### src/rtl/u256div_pkg.sv
// ----------------------------------------------------------------------------
// u256div_pkg
// Shared types and constants for the 256-bit unsigned restoring divider.
// ----------------------------------------------------------------------------
package u256div_pkg;

  localparam int unsigned LIMB_W  = 64;
  localparam int unsigned LIMBS   = 4;
  localparam int unsigned WORD_W  = LIMB_W * LIMBS;
  localparam int unsigned COUNT_W = $clog2(WORD_W);
  localparam logic [COUNT_W-1:0] LAST_BIT = COUNT_W'(WORD_W - 1);

  typedef enum logic [1:0] {
    ST_IDLE,
    ST_RUN,
    ST_DRAIN
  } state_t;

  typedef struct packed {
    logic load;
    logic step;
    logic capture;
  } dp_cmd_t;

  typedef struct packed {
    logic last;
  } dp_sts_t;

endpackage

### src/rtl/u256div_dp.sv
// ----------------------------------------------------------------------------
// u256div_dp
// Datapath: partial remainder, dividend/quotient shift register, bit counter
// and the result register.
// ----------------------------------------------------------------------------
module u256div_dp (
  input  logic                             clk,
  input  logic                             rst,
  input  u256div_pkg::dp_cmd_t             cmd,
  output u256div_pkg::dp_sts_t             sts,
  input  logic [u256div_pkg::WORD_W-1:0]   dividend,
  input  logic [u256div_pkg::WORD_W-1:0]   divisor,
  output logic [u256div_pkg::WORD_W-1:0]   quotient,
  output logic                             divide_by_zero
);

  logic [u256div_pkg::WORD_W-1:0]  rem;
  logic [u256div_pkg::WORD_W-1:0]  num;
  logic [u256div_pkg::WORD_W-1:0]  den;
  logic                            den_zero;
  logic [u256div_pkg::COUNT_W-1:0] count;
  logic [u256div_pkg::WORD_W:0]    shifted;
  logic [u256div_pkg::WORD_W+1:0]  diff;
  logic                            qbit;

  assign shifted = {rem, num[u256div_pkg::WORD_W-1]};
  assign diff    = {1'b0, shifted} - {2'b00, den};
  assign qbit    = ~diff[u256div_pkg::WORD_W+1];
  assign sts.last = (count == '0);

  always_ff @(posedge clk) begin
    if (rst) begin
      count <= '0;
    end else if (cmd.load) begin
      count <= u256div_pkg::LAST_BIT;
    end else if (cmd.step) begin
      count <= count - 1'b1;
    end
  end

  always_ff @(posedge clk) begin
    if (cmd.load) begin
      rem      <= '0;
      num      <= dividend;
      den      <= divisor;
      den_zero <= (divisor == '0);
    end else if (cmd.step) begin
      if (qbit) begin
        rem <= diff[u256div_pkg::WORD_W-1:0];
      end else begin
        rem <= shifted[u256div_pkg::WORD_W-1:0];
      end
      num <= {num[u256div_pkg::WORD_W-2:0], qbit};
    end
  end

  always_ff @(posedge clk) begin
    if (cmd.capture) begin
      quotient       <= den_zero ? '0 : num;
      divide_by_zero <= den_zero;
    end
  end

endmodule

### src/rtl/u256div_ctrl.sv
// ----------------------------------------------------------------------------
// u256div_ctrl
// Controller: sequences load, 256 division steps and result capture, and
// owns the output valid flag.
// ----------------------------------------------------------------------------
module u256div_ctrl (
  input  logic                 clk,
  input  logic                 rst,
  input  logic                 in_valid,
  output logic                 in_ready,
  output logic                 out_valid,
  input  logic                 out_ready,
  output u256div_pkg::dp_cmd_t cmd,
  input  u256div_pkg::dp_sts_t sts
);

  u256div_pkg::state_t state;
  u256div_pkg::state_t state_next;
  logic                out_valid_next;

  always_ff @(posedge clk) begin
    if (rst) begin
      state     <= u256div_pkg::ST_IDLE;
      out_valid <= 1'b0;
    end else begin
      state     <= state_next;
      out_valid <= out_valid_next;
    end
  end

  always_comb begin
    state_next  = state;
    in_ready    = 1'b0;
    cmd.load    = 1'b0;
    cmd.step    = 1'b0;
    cmd.capture = 1'b0;
    unique case (state)
      u256div_pkg::ST_IDLE: begin
        in_ready = 1'b1;
        if (in_valid) begin
          cmd.load   = 1'b1;
          state_next = u256div_pkg::ST_RUN;
        end
      end
      u256div_pkg::ST_RUN: begin
        cmd.step = 1'b1;
        if (sts.last) begin
          state_next = u256div_pkg::ST_DRAIN;
        end
      end
      u256div_pkg::ST_DRAIN: begin
        if (!out_valid || out_ready) begin
          cmd.capture = 1'b1;
          state_next  = u256div_pkg::ST_IDLE;
        end
      end
      default: begin
        state_next = u256div_pkg::ST_IDLE;
      end
    endcase
  end

  always_comb begin
    if (cmd.capture) begin
      out_valid_next = 1'b1;
    end else if (out_ready) begin
      out_valid_next = 1'b0;
    end else begin
      out_valid_next = out_valid;
    end
  end

  a_load_runs: assert property (@(posedge clk) disable iff (rst)
    (in_valid && in_ready) |=> (state == u256div_pkg::ST_RUN))
    else $error("accepted transaction did not start the division");

  a_last_drains: assert property (@(posedge clk) disable iff (rst)
    (state == u256div_pkg::ST_RUN && sts.last) |=> (state == u256div_pkg::ST_DRAIN))
    else $error("final step did not move to drain");

  a_capture_valid: assert property (@(posedge clk) disable iff (rst)
    cmd.capture |=> out_valid)
    else $error("captured result not presented");

  a_no_overwrite: assert property (@(posedge clk) disable iff (rst)
    cmd.capture |-> (!out_valid || out_ready))
    else $error("result register overwritten while pending");

endmodule

### src/rtl/u256_restoring_divider.sv
// ----------------------------------------------------------------------------
// u256_restoring_divider
// Unsigned 256-bit by 256-bit restoring divider, stream interface.
// ----------------------------------------------------------------------------
// A result is valid after its transaction is accepted, runs through 256
// shift-and-subtract steps (one quotient bit per cycle, set by the single
// 258-bit subtractor) and passes the drain state, which moves the quotient
// into the output register. The next transaction is accepted the cycle after
// capture, so a new transaction is never taken while one is in progress;
// capture waits while the previous result still sits unaccepted in the output
// register. A zero divisor yields an all-zero quotient with m_tuser set.
// ----------------------------------------------------------------------------
module u256_restoring_divider (
  input  logic         clk,
  input  logic         rst,
  input  logic         s_tvalid,
  output logic         s_tready,
  // dividend_limb0..3, divisor_limb0..3, 64 bits each
  input  logic [511:0] s_tdata,
  output logic         m_tvalid,
  input  logic         m_tready,
  // quotient_limb0..3, 64 bits each
  output logic [255:0] m_tdata,
  // divide_by_zero
  output logic         m_tuser
);

  u256div_pkg::dp_cmd_t cmd;
  u256div_pkg::dp_sts_t sts;

  u256div_ctrl u_ctrl (
    .clk       (clk),
    .rst       (rst),
    .in_valid  (s_tvalid),
    .in_ready  (s_tready),
    .out_valid (m_tvalid),
    .out_ready (m_tready),
    .cmd       (cmd),
    .sts       (sts)
  );

  u256div_dp u_dp (
    .clk            (clk),
    .rst            (rst),
    .cmd            (cmd),
    .sts            (sts),
    .dividend       (s_tdata[255:0]),
    .divisor        (s_tdata[511:256]),
    .quotient       (m_tdata),
    .divide_by_zero (m_tuser)
  );

endmodule
### config.mk
export PLATFORM = sky130hd
export DESIGN_NAME = u256_restoring_divider
export DESIGN_NICKNAME = d
export VERILOG_FILES = /design/src/rtl/u256div_pkg.sv /design/src/rtl/u256div_dp.sv /design/src/rtl/u256div_ctrl.sv /design/src/rtl/u256_restoring_divider.sv
export SDC_FILE = /design/constraint.sdc
export NUM_CORES = 2
export LEC_CHECK = 0
export BUFFER_PORTS_ARGS = -buffer_cell sky130_fd_sc_hd__buf_2
export CAP_MARGIN = 20
export CORE_ASPECT_RATIO = 0.9
export CORE_MARGIN = 1.5
export CORE_UTILIZATION = 59
export DETAILED_ROUTE_END_ITERATION = 10
export GPL_ROUTABILITY_DRIVEN = 1
export PLACE_DENSITY = 0.81
export SLEW_MARGIN = 20
export SYNTH_ARGS = -nofsm -noshare
export SYNTH_HDL_FRONTEND = slang
export SYNTH_SLANG_ARGS = --single-unit
### constraint.sdc
create_clock -name clk -period 18.6 [get_ports clk]
set_input_delay 0.93 -clock clk [delete_from_list [all_inputs] [get_ports clk]]
set_output_delay 0.93 -clock clk [all_outputs]
set_load 0.02 [all_outputs]
==> summary.txt <==
Status
  • Status: finished clean

Yosys
  • Synth Area in XOR/XNOR: 0.03740
  • Sequential area share after synthesis: 0.4862
  • Cells after Synth: 6575
  • Yosys reg bits: roughly 1000
  • Top_reg_cell synth: edfxtp_1
  • Largest family of logic cells by synthesized area: simple AND/OR/NAND/NOR gates
  • Post-synth EDFFs: between 700 and 800
  • Synth Cell Area: 58550 um^2
  • Synth Area in Adders: 0.05548
  • Compound-Gate Fraction of Synth Area: 0.1726
  • Post-synthesis mux area share: 0.001923
  • Leading area contributor after synthesis: edfxtp_1
  • Post-synth ARST share: 0
  • Syn avg cell area: 8.905 um^2
  • Ranking of synthesized cells by area: edfxtp_1, dfxtp_1, nand2_1
  • Top-area cell type share of the netlist area: 0.3949
  • Simple-gate share of the synthesized area: 0.1999
  • Synth unique cells: 91
  • Syn Nets: about 7400
  • Yosys Warn Count: 0

Finish
  • Layout cells sized above 1: 0.1419
  • Fillers: 7830
  • Finished Layout Cells: 8624
  • Layout area overhead: 14.05%
  • Sequential Area: 28470 um^2
  • Multi-input logic area: 27420 um^2
  • Fin nets: roughly 7900
  • Final Util: 0.6791

Setup path
  • Setup crit end kind: flip-flop
  • Critical path arrival: between 8000 and 9000 ps
  • CP required: between 15000 and 20000 ps
  • Reg-to-reg critical path startpoint: u_dp.den[62]
  • Crit path launch: u_dp.den[62]
  • Slowest stage delay, CP: roughly 800 ps
  • Setup crit start kind: flip-flop
  • Most used cell, CP: buf_4
  • Critical-path top delay cell: buf_4
  • WP buf/inv: 4
  • Crit path max fanout: 84
  • Crit Path Category: reg2reg
  • Worst-path cell chain: inv_1 -> ha_1 -> a21o_1 -> a21o_1 -> a21oi_1 -> o211ai_1 -> a211oi_1 -> o41ai_1 -> or4_4 -> a221o_2 -> o21ai_2 -> nand2b_2 -> a31oi_4 -> o31a_4 -> o311a_4 -> buf_4 -> buf_4 -> buf_4 -> nor2_1 -> a21oi_1 -> o21ai_1
  • CP top delay family: compound AO/OA/AOI/OAI gates

Floorplanning
  • Initial core utilization: 0.5954
  • Die Y: between 300 and 400 um
  • # IOs: approximately 780
  • Num rows: 109
  • Die area: around 100000 um^2
  • Die width: approximately 340 um
  • Core area: between 90000 and 100000 um^2

Clock tree
  • H-Tree Depth: 3
  • CTS root buffer: clkbuf_16
  • Post_cts resized: 0
  • Worst skew pair latency: ~740 ps
  • Clock Tree Buf Depth: 3
  • Clock transition at path regs: around 60 ps
  • CTS tree: built
  • Total CTS buffers: 103
  • Cts hold-fix bufs: 0
  • Post-CTS Setup Repair Bufs: 0
  • Clock Sinks: around 1000

Place
  • Setup slack at placement: about 11000 ps
  • Dpl hpwl: around 150 mm
  • IO Port Bufs: between 700 and 800
  • Routability cong.: 1.041
  • DP Cell Count: about 8400

Timing
  • TNS Setup: 0 ps
  • Worst-Margin Slew: 1185 ps
  • Slew HR: 0.2098
  • Setup ws final: 10750 ps
  • Unrepaired setup endpoints after global routing: false
  • Min Tclk post-route: a little under 8000 ps
  • Fmax achieved: about 130 MHz
  • Clock skew: 46.40 ps
  • Final Setup Violations: 0
  • Crit share post-route: 0.4218
  • Min Hold Slack: approximately 400 ps
  • Final Hold Viols: 0
  • Max-slew violations: 0

Flow run
  • Max-Cap Viols: 0

Min path
  • Hold path start: s_tdata[458]
  • Min-delay worst type: in2reg

Global routing
  • GRT Total Usage: 0.3889
  • Initial antenna violation count: 35
  • Grt ovf: 0
  • Vias in the first global route: approximately 49000
  • Largest net degree at the start of global routing: ~190
  • First-pass GRT wire length: between 200 and 300 mm

Power and ir drop
  • Register share of total power: 0.356
  • Leak: ~27 nW
  • Net Sw Frac: 0.3972
  • Psw: around 0.0035 W
  • Pwr per Cell Area: 131.0 nW/um^2
  • Logic pwr share: 0.391
  • VDD IR-drop max: about 0.10 mV
  • Clock power frac: 0.253
  • Internal: 0.005274 W

Routing
  • Final wirelength: ~200 mm
  • Via/cell ratio: slightly above 6
  • DR iter-0 viols: 5991
  • # DRC: 0
  • DR pass1 iterations: 6
  • Vias: about 53000
  • WL/cell: between 20 and 25 um
  • DRT antenna net count: 0
-- final cells by class --
type,instances,area share
clock inverters,46,0.007907
repair buffers,805,0.06268
inverters,345,0.01962
flip-flops and latches,1037,0.4263
multi-input cells,4877,0.4107
well taps,1332,0.02496
clock buffers,150,0.04666
diodes,32,0.001199
-- flip-flops by register name, indices dropped and copies added (netlist names) --
name / flops
u_dp.den: 256
u_ctrl.out_valid: 1
u_dp.count: 8
u_dp.quotient: 256
u_dp.den_zero: 1
u_ctrl.state: 2
u_dp.num: 256
u_dp.divide_by_zero: 1
u_dp.rem: 256
-- placed cells by master, fill, tap and decap left out, drive strengths merged, types with 37 or more instances in the layout --
cell,n
nor4,109
clkbuf,150
nand2,1409
nand3,65
nor3,71
o21ai,614
nand4,150
a22oi,40
a31oi,37
a21o,109
buf,805
inv,352
o21bai,96
xor2,106
edfxtp,770
a21oi,613
dfxtp,267
nor2b,273
ha,258
nor2,448
xnor2,144
-- power groups by stage --
stage	Combinational (W)	Clock (W)	Sequential (W)
after floorplan	0.00245	0	0.00310
after global placement	0.00328	0	0.00312
after detailed placement	0.00331	0	0.00314
after CTS	0.00333	0.00223	0.00310
after global routing	0.00373	0.00231	0.00314
final	0.00342	0.00222	0.00311
-- synthesized netlist by cell type (all sizes together), types with 32 or more instances --
library cell,instances
nor2b,273
nor2,448
a22oi,40
o21bai,96
a21oi,613
o21ai,614
clkbuf,242
ha,258
o21a,32
a21o,109
nand2,1409
xor2,106
nor3,71
xnor2,144
edfxtp,770
buf,74
nand3,65
dfxtp,267
a31oi,37
nand4,150
inv,345
nor4,109
-- metrics by stage --
step,total power [W],area (um^2)
after floorplan,0.005547,58550
after global placement,0.006406,63020
after detailed placement,0.006448,63020
after CTS,0.008657,66670
after global routing,0.009185,66760
final,0.008749,66780
-- cell families after synthesis --
| logic type | Yosys count |
|---|---|
| mux | 11 |
| buf+inv | 661 |
| flops | 1037 |
| simple gates | 2630 |
| compound gates | 1727 |
| xor+xnor | 250 |
| fa+ha+maj | 259 |
-- routing by layer --
layer,wire [um],share of wire,global-route usage,vias up
li1,-,-,-,24430
met1,80890,0.40,0.5169,24920
met2,90180,0.44,0.5956,2652
met3,18660,0.092,0.07359,492
met4,13230,0.065,0.2324,12
met5,104,0.00051,0,-
-- path summary, 6_finish.rpt --
| kind | to | slack (ps) | depth (start not counted) |
|---|---|---|---|
| setup reg to reg | u_dp.rem[12] | 10750 | 21 |
| hold reg to reg | u_dp.rem[68] | 460 | 2 |
| setup / recovery | u_dp.rem[12] | 10750 | 21 |
| hold / removal | u_dp.den[202] | 390 | 1 |
No activity file was read; power rests on OpenSTA's default activity.
